==> src/rbsi_pkg.sv <==
// ----------------------------------------------------------------------------
// rbsi_pkg: shared types and constants for the ray/box slab intersector
// widths of the divider pipeline, slab distance format and saturation helper
// ----------------------------------------------------------------------------
package rbsi_pkg;

    // magnitude widths of the divider: numerator (bound - origin) << 16, divisor
    localparam int NW = 48;
    localparam int RW = 32;
    // signed slab distance width, wide enough for the +/- infinity marks
    localparam int TW = 51;
    // capture stage, one stage per quotient bit, sign stage
    localparam int DIV_LAT = NW + 2;
    // divider, lane min/max stage, two merge stages
    localparam int LAT = DIV_LAT + 3;

    localparam logic signed [TW-1:0] T_INF     = TW'(64'sd1 <<< 49);
    localparam logic signed [TW-1:0] T_NEG_INF = -T_INF;
    localparam logic signed [TW-1:0] T_MAX32   = TW'(64'sd2147483647);
    localparam logic signed [TW-1:0] T_MIN32   = TW'(-64'sd2147483648);

    typedef struct packed {
        logic signed [TW-1:0] entry;
        logic signed [TW-1:0] leave;
    } slab_t;

    function automatic logic signed [31:0] sat32(input logic signed [TW-1:0] x);
        logic signed [31:0] r;
        if (x > T_MAX32)
            r = 32'sh7fffffff;
        else if (x < T_MIN32)
            r = 32'sh80000000;
        else
            r = x[31:0];
        return r;
    endfunction

endpackage

==> src/rbsi_merge.sv <==
// ----------------------------------------------------------------------------
// rbsi_merge: combines the three axis results
// near is the largest entry, far the smallest exit, then hit and saturation
// ----------------------------------------------------------------------------
module rbsi_merge
(
    input  logic                clk,
    input  logic                en,
    input  rbsi_pkg::slab_t     sx,
    input  rbsi_pkg::slab_t     sy,
    input  rbsi_pkg::slab_t     sz,
    output logic                hit,
    output logic signed [31:0]  entry_distance,
    output logic signed [31:0]  t_near,
    output logic signed [31:0]  t_far
);
    localparam int TW = rbsi_pkg::TW;

    logic signed [TW-1:0] tn_reg, tf_reg;
    logic signed [TW-1:0] tn_xy, tf_xy, tn_next, tf_next;
    logic hit_reg, hit_next;
    logic signed [31:0] ed_reg, tn32_reg, tf32_reg;

    // max of entries, min of exits
    always_comb
    begin
        tn_xy   = (sy.entry > sx.entry) ? sy.entry : sx.entry;
        tf_xy   = (sy.leave < sx.leave) ? sy.leave : sx.leave;
        tn_next = (sz.entry > tn_xy) ? sz.entry : tn_xy;
        tf_next = (sz.leave < tf_xy) ? sz.leave : tf_xy;
    end

    always_ff @(posedge clk)
    begin
        if (en)
        begin
            tn_reg <= tn_next;
            tf_reg <= tf_next;
        end
    end

    // hit decision on exact distances
    assign hit_next = !(tf_reg < 0 || tn_reg > tf_reg);

    always_ff @(posedge clk)
    begin
        if (en)
        begin
            hit_reg  <= hit_next;
            ed_reg   <= rbsi_pkg::sat32(hit_next ? tn_reg : tf_reg);
            tn32_reg <= rbsi_pkg::sat32(tn_reg);
            tf32_reg <= rbsi_pkg::sat32(tf_reg);
        end
    end

    assign hit            = hit_reg;
    assign entry_distance = ed_reg;
    assign t_near         = tn32_reg;
    assign t_far          = tf32_reg;

endmodule

==> config.mk <==
export PLATFORM = sky130hd
export DESIGN_NAME = rbsi_merge
export DESIGN_NICKNAME = d
export VERILOG_FILES = /design/src/rbsi_pkg.sv /design/src/rbsi_merge.sv
export SDC_FILE = /design/constraint.sdc
export NUM_CORES = 1
export LEC_CHECK = 0
export ABC_AREA = 0
export BUFFER_PORTS_ARGS = -buffer_cell sky130_fd_sc_hd__buf_2
export CELL_PAD_IN_SITES_DETAIL_PLACEMENT = 1
export CELL_PAD_IN_SITES_GLOBAL_PLACEMENT = 1
export CORE_MARGIN = 10
export CORE_UTILIZATION = 42
export CTS_CLUSTER_SIZE = 14
export DETAILED_ROUTE_END_ITERATION = 16
export MAX_ROUTING_LAYER = met4
export PLACE_DENSITY = 0.94
export REMOVE_ABC_BUFFERS = 1
export SETUP_SLACK_MARGIN = 0.05
export SYNTH_ARGS = -nofsm -noshare
export SYNTH_HDL_FRONTEND = slang
export SYNTH_SLANG_ARGS = --single-unit
==> constraint.sdc <==
create_clock -name clk -period 7.9 [get_ports clk]
set_clock_uncertainty 0.2 [all_clocks]
set_input_delay 1.185 -clock clk [delete_from_list [all_inputs] [get_ports clk]]
set_output_delay 1.185 -clock clk [all_outputs]
set_load 0.005 [all_outputs]
# Word-level counts from Yosys, hierarchy flattened

Index checks and enable logic that the tools add are counted.

Memories: 0
Input port bits: 308
Memory bits (read-only): 0
Word-level logic and storage cells: 28
Output and inout bits: 97
Register bits: 199
Bits in writable memories: 0
Latch bits: 0

Order comparisons: 12
Muxes and demuxes: 8
Bitwise logic cells: 0
Reduce and logical (&&, ||, !) cells: 2
Equal/unequal tests: 0
Add/sub/neg operators: 0
Divide/modulo/power cells: 0
Shifts and indexed selects: 0
$mul: 0

Operators by type and width:

| cell                                                                   | count |
|---|---|
| 51-bit 2-to-1 mux                                                      | 5 |
| 51-bit by 32-bit > comparator with 1-bit output, second input constant | 3 |
| 51-bit > comparator                                                    | 3 |
| 51-bit by 32-bit < comparator with 1-bit output, second input constant | 3 |
| 51-bit < comparator                                                    | 2 |
| 32-bit 2-to-1 mux                                                      | 3 |
| 51-bit by 1-bit < comparator with 1-bit output, second input constant  | 1 |
| 1-bit logical NOT                                                      | 1 |
| 1-bit logical OR                                                       | 1 |

# Longest topological paths before layout

Gate-level depths: netlist of the first run.

Depth in word-level cells: 5
Gate-level depth with buffers: 24
Gate-level depth less buffers: 22

# Least setup slack after synthesis of the first run

No wires, ideal clock.

Path kind: input port to flip-flop
From: input sx[85] (netlist bit)
To: register tn_reg[10] (data pin)
Path buffers: 2
Stages on the path: 22
Data required time: 7421 ps
Library setup time: 279 ps
Setup slack: 1898 ps
Data arrival time: 5523 ps
Path through: inv_1 ha_1 and4_1 nand4_1 or4_1 o211ai_1 a41oi_1 a21oi_1 buf_2 mux2i_1 ha_1 a21o_1 a21o_1 a21oi_1 o21ai_0 a21oi_1 o21ai_0 a2111o_1 o2111ai_1 a21oi_1 clkbuf_1 mux2i_1

Word-level cells in the longest chain between the ends: 4

Ends and longest elaborated chain:

| element                | RTL line         | RTL |
|---|---|---|
| start: declaration     | rbsi_merge.sv:9  | `input rbsi_pkg::slab_t sx,` |
| 51-bit > comparator    | rbsi_merge.sv:27 | `tn_xy = (sy.entry > sx.entry) ? sy.entry : sx.entry;` |
| 51-bit 2-to-1 mux (*)  | rbsi_merge.sv:27 |  |
| 51-bit > comparator    | rbsi_merge.sv:29 | `tn_next = (sz.entry > tn_xy) ? sz.entry : tn_xy;` |
| 51-bit 2-to-1 mux (*)  | rbsi_merge.sv:29 |  |
| named net tn_next[10]  | rbsi_merge.sv:20 | `logic signed [TW-1:0] tn_xy, tf_xy, tn_next, tf_next;` |
| end signal: assignment | rbsi_merge.sv:37 | `tn_reg <= tn_next;` |
| end: declaration       | rbsi_merge.sv:19 | `logic signed [TW-1:0] tn_reg, tf_reg;` |

Mark *: on every way through the listed nets, which the timed path passes. The rest lies on a longest branch.
A chain may end at the register's enable or synchronous reset.

# Worst setup path after layout of the first run

From: input sx[50] (netlist bit)
To: register tf_reg[33] (data pin)

Word-level cells in the longest chain between the ends: 4

Ends and longest elaborated chain:

| element                | RTL line         | RTL |
|---|---|---|
| 51-bit < comparator    | rbsi_merge.sv:28 | `tf_xy = (sy.leave < sx.leave) ? sy.leave : sx.leave;` |
| 51-bit 2-to-1 mux (*)  | rbsi_merge.sv:28 |  |
| 51-bit < comparator    | rbsi_merge.sv:30 | `tf_next = (sz.leave < tf_xy) ? sz.leave : tf_xy;` |
| 51-bit 2-to-1 mux (*)  | rbsi_merge.sv:30 |  |
| named net tf_next[33]  | rbsi_merge.sv:20 |  |
| end signal: assignment | rbsi_merge.sv:38 | `tf_reg <= tf_next;` |
| end: declaration       | rbsi_merge.sv:19 |  |

Marks and branches as above.

==> results.md, run 1 <==
- 0.000143 V — Max IR drop VDD
- 0.907 — Period Utilization, post-route
- 1.11 ns — transition at the pin with the smallest max-transition slack
- 16700 — Vias
- 20800 µm² — cell area after layout
- 0 — leftover overflow at the end of global routing
- 0 — endpoints failing hold
- yes — TritonCTS clock tree
- entry_distance[13] — R2R Path End
- 224 µm — Chip Height
- 2 — clock tree buffer depth
- 102000 µm — first-pass GRT wire length
- 0 — number of antenna-violating nets in the routed design
- 7.16 ns — shortest clock period the worst path allows after layout
- 6 — length of the first detailed-routing pass in iterations
- sky130_fd_sc_hd__clkbuf_16 — buffer type at the clock tree root
- 405 — Top Ports
- 4 — antenna violations before repair
- 0 ns — total negative setup slack
- 24.0 µm — WL per Instance
- 54500 µm — dpl hpwl
- 1349 — starting DRC count in detailed routing
- 83 — maximum number of pins on one net before global-route repair
- input port — Worst Setup Start Kind
- 0.506 — final core area utilization
- sky130_fd_sc_hd__buf_2 — leading cell type in the layout, fill and taps excluded
- 41000 µm² — Core Area
- 0 — Post-CTS Hold Buffers
- sky130_fd_sc_hd__edfxtp_1 — predominant post-synthesis flop cell
- 0 — # resized after CTS
- 0 — Hold Path Cell Cnt
- 224 µm — horizontal die dimension
- 4 — H-tree depth
- 0 — number of max-cap violations
- 0.07 ns — register clock-pin slew on the reported worst setup and hold paths
- 50300 µm² — area of the die
- 17 — clock buffer count from CTS
- 199 — number of synthesized flops with an enable pin
- reg -> reg — Worst Hold Class
- 13 — depth of the worst register-to-register path
- 0 — final-report setup violation count
- 18400 — via count of the first global-routing pass
- no — RSZ-0062 raised after global routing
- 3.27 ns — slack of the worst reg-to-reg path
- 67100 µm — Final Routed Wirelength
- 0 — Setup Buffers After CTS
- 0.0105 µW — static leakage
- sky130_fd_sc_hd__buf_2 (403), sky130_fd_sc_hd__inv_1 (313), sky130_fd_sc_hd__ha_1 (252), sky130_fd_sc_hd__edfxtp_1 (199), sky130_fd_sc_hd__mux2i_1 (183) — most frequent cells in the layout
- sky130_fd_sc_hd__edfxtp_1 — biggest area consumer among synthesized cells
- 0.265 — global-route usage over all layers
- 140 MHz — highest achievable clock rate
- 222 nW/µm² — pwr/cell area
- sky130_fd_sc_hd__edfxtp_1 (34%), sky130_fd_sc_hd__ha_1 (18%), sky130_fd_sc_hd__mux2i_1 (10%) — main area contributors after synthesis
- tn_reg[50] — Worst Hold Launch
- 7.89 ns — Required @ worst endpoint
- finished, final reports clean — run status
- 0 — Warnings, synthesis
- t_near[31] — endpoint of the worst hold path
- 49 — Yosys cell types
- 0 — async set-reset flop share out of synthesis
- in -> reg — kind of critical path
- 2813 — number of nets in the layout
- 0.396 ns — Worst Hold Slack
- 4854 — fill cell instance count of the final layout
- 0.946 — final weighted congestion of routability-driven global placement
- 5.95 — Via density
- 74 — Rows
- 199 — number of flip-flops and latches in the synthesized netlist
- 18.4% — Synth-to-Final Area Change
- 0.428 — initial standard-cell utilization of the core
- 9.28 µm² — average cell area after synthesis
- 7.16 ns — endpoint arrival time on the critical path
- 0.212 — fraction of final layout cells sized beyond drive strength 1
- 0.341 — fraction of post-synthesis cell area in the top cell type by area
- tf_reg[50] — launching point of the worst reg2reg path
- 199 — clk sinks
- 0.258 — Max transition margin
- 45 — maximum fanout along the worst path
- 0.341 — proportion of synthesized chip area in sequential cells
- register — kind of end point of the critical path
- 1890 — number of instances in the synthesized netlist
- 0.45 ns — worst-skew pair later-pin latency
- 0 — total count of max-transition violations in the final report
- 17500 µm² — cell area after technology mapping
- 404 — IO Port Bufs
- 20200 µm² — Area after DPL
- 0 — detailed-route DRC error count
critical path: stages:
cell	delay, ns
sky130_fd_sc_hd__buf_2	0.10
sky130_fd_sc_hd__inv_1	0.04
sky130_fd_sc_hd__ha_1	0.51
sky130_fd_sc_hd__nand4_1	0.23
sky130_fd_sc_hd__nor4_1	0.51
sky130_fd_sc_hd__nand3_1	0.26
sky130_fd_sc_hd__o211ai_1	0.25
sky130_fd_sc_hd__nor2_1	0.10
sky130_fd_sc_hd__nand2_1	0.19
sky130_fd_sc_hd__xor2_4	0.20
sky130_fd_sc_hd__buf_12	0.30
sky130_fd_sc_hd__mux2i_1	0.48
sky130_fd_sc_hd__ha_1	0.35
sky130_fd_sc_hd__a21o_1	0.17
sky130_fd_sc_hd__a211oi_1	0.23
sky130_fd_sc_hd__o21ai_0	0.19
sky130_fd_sc_hd__a21oi_1	0.26
sky130_fd_sc_hd__and4_1	0.39
sky130_fd_sc_hd__and3_2	0.60
sky130_fd_sc_hd__buf_12	0.24
sky130_fd_sc_hd__nand3_1	0.11
sky130_fd_sc_hd__o221a_1	0.20
cells in the mapped netlist (2+ instances only):
master	number
sky130_fd_sc_hd__nor4_1	15
sky130_fd_sc_hd__o21ai_0	125
sky130_fd_sc_hd__o21bai_1	2
sky130_fd_sc_hd__a211oi_1	6
sky130_fd_sc_hd__a21oi_1	133
sky130_fd_sc_hd__and4_1	9
sky130_fd_sc_hd__o221a_1	50
sky130_fd_sc_hd__edfxtp_1	199
sky130_fd_sc_hd__buf_1	3
sky130_fd_sc_hd__o211ai_1	3
sky130_fd_sc_hd__a31oi_1	2
sky130_fd_sc_hd__inv_1	313
sky130_fd_sc_hd__nor3_1	11
sky130_fd_sc_hd__or4_1	3
sky130_fd_sc_hd__clkbuf_1	68
sky130_fd_sc_hd__nand2_1	101
sky130_fd_sc_hd__and2_1	5
sky130_fd_sc_hd__buf_2	19
sky130_fd_sc_hd__mux2i_1	183
sky130_fd_sc_hd__a21o_1	64
sky130_fd_sc_hd__and3_1	2
sky130_fd_sc_hd__nor2_1	90
sky130_fd_sc_hd__ha_1	253
sky130_fd_sc_hd__a2111oi_0	3
sky130_fd_sc_hd__o31ai_1	2
sky130_fd_sc_hd__nand3b_1	2
sky130_fd_sc_hd__nand4_1	56
sky130_fd_sc_hd__mux2_2	3
sky130_fd_sc_hd__nor2b_1	7
sky130_fd_sc_hd__nand3_1	71
sky130_fd_sc_hd__a221oi_1	59
sky130_fd_sc_hd__a22oi_1	2
sky130_fd_sc_hd__or2_2	2
sky130_fd_sc_hd__o21a_1	4
sky130_fd_sc_hd__nand2b_1	6
logic make-up (layout without fill, tap and decap cells):
kind of cell,Yosys count,in the layout,synth area share
multiplexers,186,186,0.106
AND/OR/NAND/NOR,384,384,0.106
adder cells (fa/ha/maj),253,253,0.180
other,0,5,0
buffers and inverters,403,777,0.0876
XOR/XNOR,1,1,0.000499
AO/OA/AOI/OAI,464,464,0.178
flip-flops,199,199,0.341
worst max path at each step:
stage | endpoint | cells past startpoint | slack [ns] | from
4_1_cts | tf_reg[33] | 22 | 0.77 | sx[50]
3_5_place_dp | tf_reg[33] | 22 | 0.34 | sx[50]
5_1_grt | tf_reg[17] | 22 | 0.29 | sx[50]
6_report | tf_reg[33] | 22 | 0.74 | sx[50]
2_1_floorplan | tf_reg[49] | 17 | -7.84 | sx[50]
3_3_place_gp | tf_reg[28] | 22 | 0.44 | sx[50]
where the power goes:
part / internal, µW / leakage (µW) / total (µW) / switching [µW]
Combinational: 859 / 0.00827 / 2090 / 1230
Sequential: 1500 / 0.00194 / 1710 / 212
Clock: 398 / 0.000257 / 810 / 412
cell type report:
type	instances	area [µm²]	share of cell area
Clock inverter	14	85.1	0.00410
Multi-Input combinational cell	1288	10100	0.486
Sequential cell	199	5980	0.288
Antenna cell	5	12.5	0.000603
Inverter	313	1170	0.0566
Timing Repair Buffer	433	2320	0.112
Clock buffer	17	425	0.0205
Tap cell	532	666	0.0321
metrics by stage:
step	power, µW	std cells	worst slack [ns]
after floorplan	2940	1800	-7.84
after CTS	4610	2796	0.767
final	4610	2801	0.736
after detailed placement	3790	2765	0.342
after global routing	4890	2800	0.286
after global placement	3630	2765	0.439
routing by layer:
metal / track usage / wire, µm / vias up
met5: - / 0 / -
met4: 0.112 / 2820 / 0
met3: 0.0386 / 3500 / 150
met2: 0.470 / 34200 / 605
met1: 0.293 / 26600 / 8251
li1: - / - / 7663
(Power assumes the default switching activity.)
==> run 2: changes to the inputs <==
==> constraint.sdc (replaced) <==
create_clock -name clk -period 7.8 [get_ports clk]
set_clock_uncertainty 0.2 [all_clocks]
set_input_delay 1.17 -clock clk [delete_from_list [all_inputs] [get_ports clk]]
set_output_delay 1.17 -clock clk [all_outputs]
set_load 0.005 [all_outputs]
==> results.md, run 2 (synthesis gave the netlist of run 1 again) <==
- sky130_fd_sc_hd__nand3_1 — cell occurring most often along the worst timing path
- 4 — H-tree depth, unchanged
- 1.13 ns — largest incremental delay on the critical path, +0.53 ns
- 0.932 — Period Utilization, post-route
- 7.40 ns — endpoint arrival time on the critical path, +0.24 ns
- 7.92 ns — Required @ worst endpoint, +0.03 ns
- 8 — antenna violations before repair, +4
- 405 — Top Ports, unchanged
- 0 — # resized after CTS, unchanged
- sky130_fd_sc_hd__clkbuf_16 — buffer type at the clock tree root
- 2804 — number of standard cells in the layout, taps in and fillers out, +0.11%
- 3.13 ns — slack of the worst reg-to-reg path, -0.14 ns
- 0 — final-report setup violation count, unchanged
- 224 µm — Chip Height, unchanged
- 18.6% — Synth-to-Final Area Change
- in -> reg — kind of critical path
- 0.08 ns — register clock-pin slew on the reported worst setup and hold paths, about the same
- 0 — total count of max-transition violations in the final report, unchanged
- 5.90 — Via density, -0.78%
- 16600 — Vias, -0.67%
- 2 — clock tree buffer depth, unchanged
- 0 — Hold Path Cell Cnt, unchanged
- 102000 µm — first-pass GRT wire length, about the same
- 0.372 ns — Worst Hold Slack, -0.0244 ns
- buf_2, inv_1, ha_1, nand4_1, nor4_1, nand3_1, o211ai_1, nor2_1, nand2_1, xor2_4, buf_12, mux2i_1, ha_1, and2_1, nand3_1, nor4_1, nand3_1, nor3_1, a221oi_4, mux2_2, o221a_1 — critical path cell sequence
- 17 — clock buffer count from CTS, unchanged
- input port — Worst Setup Start Kind
- 74 — Rows, unchanged
- yes — TritonCTS clock tree
- 8 — length of the first detailed-routing pass in iterations, +2
- 0.0105 µW — static leakage, about the same
- 67300 µm — Final Routed Wirelength, +0.30%
- 0.956 — final weighted congestion of routability-driven global placement, +1.1%
- 2810 — number of nets in the layout, -0.11%
- 0 ns — total negative setup slack, unchanged
- 0.507 — final core area utilization, +0.000732
- 0 — number of max-cap violations, unchanged
- t_near[31] — endpoint of the worst hold path
- 0.46 ns — worst-skew pair later-pin latency, about the same
- 18200 — via count of the first global-routing pass, -1.3%
- 0.000140 V — Max IR drop VDD, -2.0%
- 128 — maximum number of pins on one net before global-route repair, +54%
- entry_distance[13] — R2R Path End
- 1436 — starting DRC count in detailed routing, +6.4%
- 50300 µm² — area of the die, unchanged
- sx[50] — crit path launch
- finished, final reports clean — run status
- 0 — detailed-route DRC error count, unchanged
- 24.0 µm — WL per Instance, +0.20%
- 138 MHz — highest achievable clock rate
- 2762 — Cells after DPL, -0.11%
- 1.27 ns — transition at the pin with the smallest max-transition slack, +0.158 ns
- no — RSZ-0062 raised after global routing
- 0.211 — fraction of final layout cells sized beyond drive strength 1, -0.000697
- 51 — maximum fanout along the worst path, +13%
- 0 — number of antenna-violating nets in the routed design, unchanged
- tf_reg[50] — launching point of the worst reg2reg path
- 404 — IO Port Bufs, unchanged
- 14 — depth of the worst register-to-register path, +1
- sky130_fd_sc_hd__buf_2 — leading cell type in the layout, fill and taps excluded
- reg -> reg — Worst Hold Class
- 41000 µm² — Core Area, unchanged
- sky130_fd_sc_hd__mux2_2 — slowest library cell on the worst path
- 199 — clk sinks, unchanged
- 54000 µm — dpl hpwl, -0.91%
- 0 — Post-CTS Hold Buffers, unchanged
- 0 — endpoints failing hold, unchanged
- 4750 µW — total power after layout, +3.0%
- tn_reg[50] — Worst Hold Launch
- 0.428 — initial standard-cell utilization of the core, unchanged
- 0 — Setup Buffers After CTS, unchanged
- 0 — leftover overflow at the end of global routing, unchanged
- 228 nW/µm² — pwr/cell area, +2.9%
- sky130_fd_sc_hd__buf_2 (403), sky130_fd_sc_hd__inv_1 (313), sky130_fd_sc_hd__ha_1 (252), sky130_fd_sc_hd__edfxtp_1 (199), sky130_fd_sc_hd__mux2i_1 (183) — most frequent cells in the layout
- 0.155 — Max transition margin, -0.104
- register — kind of end point of the critical path
- 0.266 — global-route usage over all layers, +0.00120
- 7.27 ns — shortest clock period the worst path allows after layout
- 224 µm — horizontal die dimension, unchanged
==> run 2: critical path, delay by kind of cell <==
kind	cells	cell delay [ns]
compound gates	3	0.68
xor+xnor	1	0.22
fa+ha+maj	2	0.72
buf+inv	3	0.44
mux	2	1.55
simple gates	10	2.57
==> run 2: final cells by class <==
type / instances / area, µm²
fill: 4847 / 20200
multi-input combinational: 1288 / 10100
sequential: 199 / 5980
timing repair buffer: 430 / 2260
inverter: 313 / 1170
tap: 532 / 666
clock buffer: 18 / 429
clock inverter: 14 / 159
antenna: 10 / 25.0
==> run 2: worst max-delay path by stage <==
stage	endpoint
floorplan	tf_reg[49]
global placement	tn_reg[36]
detailed placement	tf_reg[7]
CTS	tf_reg[7]
global route	tf_reg[7]
finish	tf_reg[17]
==> run 2: layer usage <==
layer  share of wire  wire length, µm  GRT usage  vias up
li1                -                -          -     7673
met1            0.41            27300      0.305     8097
met2            0.50            33500      0.459      637
met3           0.055             3700     0.0422      150
met4           0.041             2770      0.107        0
met5               0                0          -        -
==> run 2: power breakdown <==
part	switching [µW]	internal, µW
combinational	1240	854
sequential	221	1520
clock	462	457
total	1920	2830
==> run 2: through the flow <==
step | instance area (µm²) | worst slack, ns
global placement | 20200 | 0.323
global route | 20800 | 0.115
CTS | 20800 | 0.638
floorplan | 17200 | -7.93
finish | 20800 | 0.528
detailed placement | 20200 | 0.125
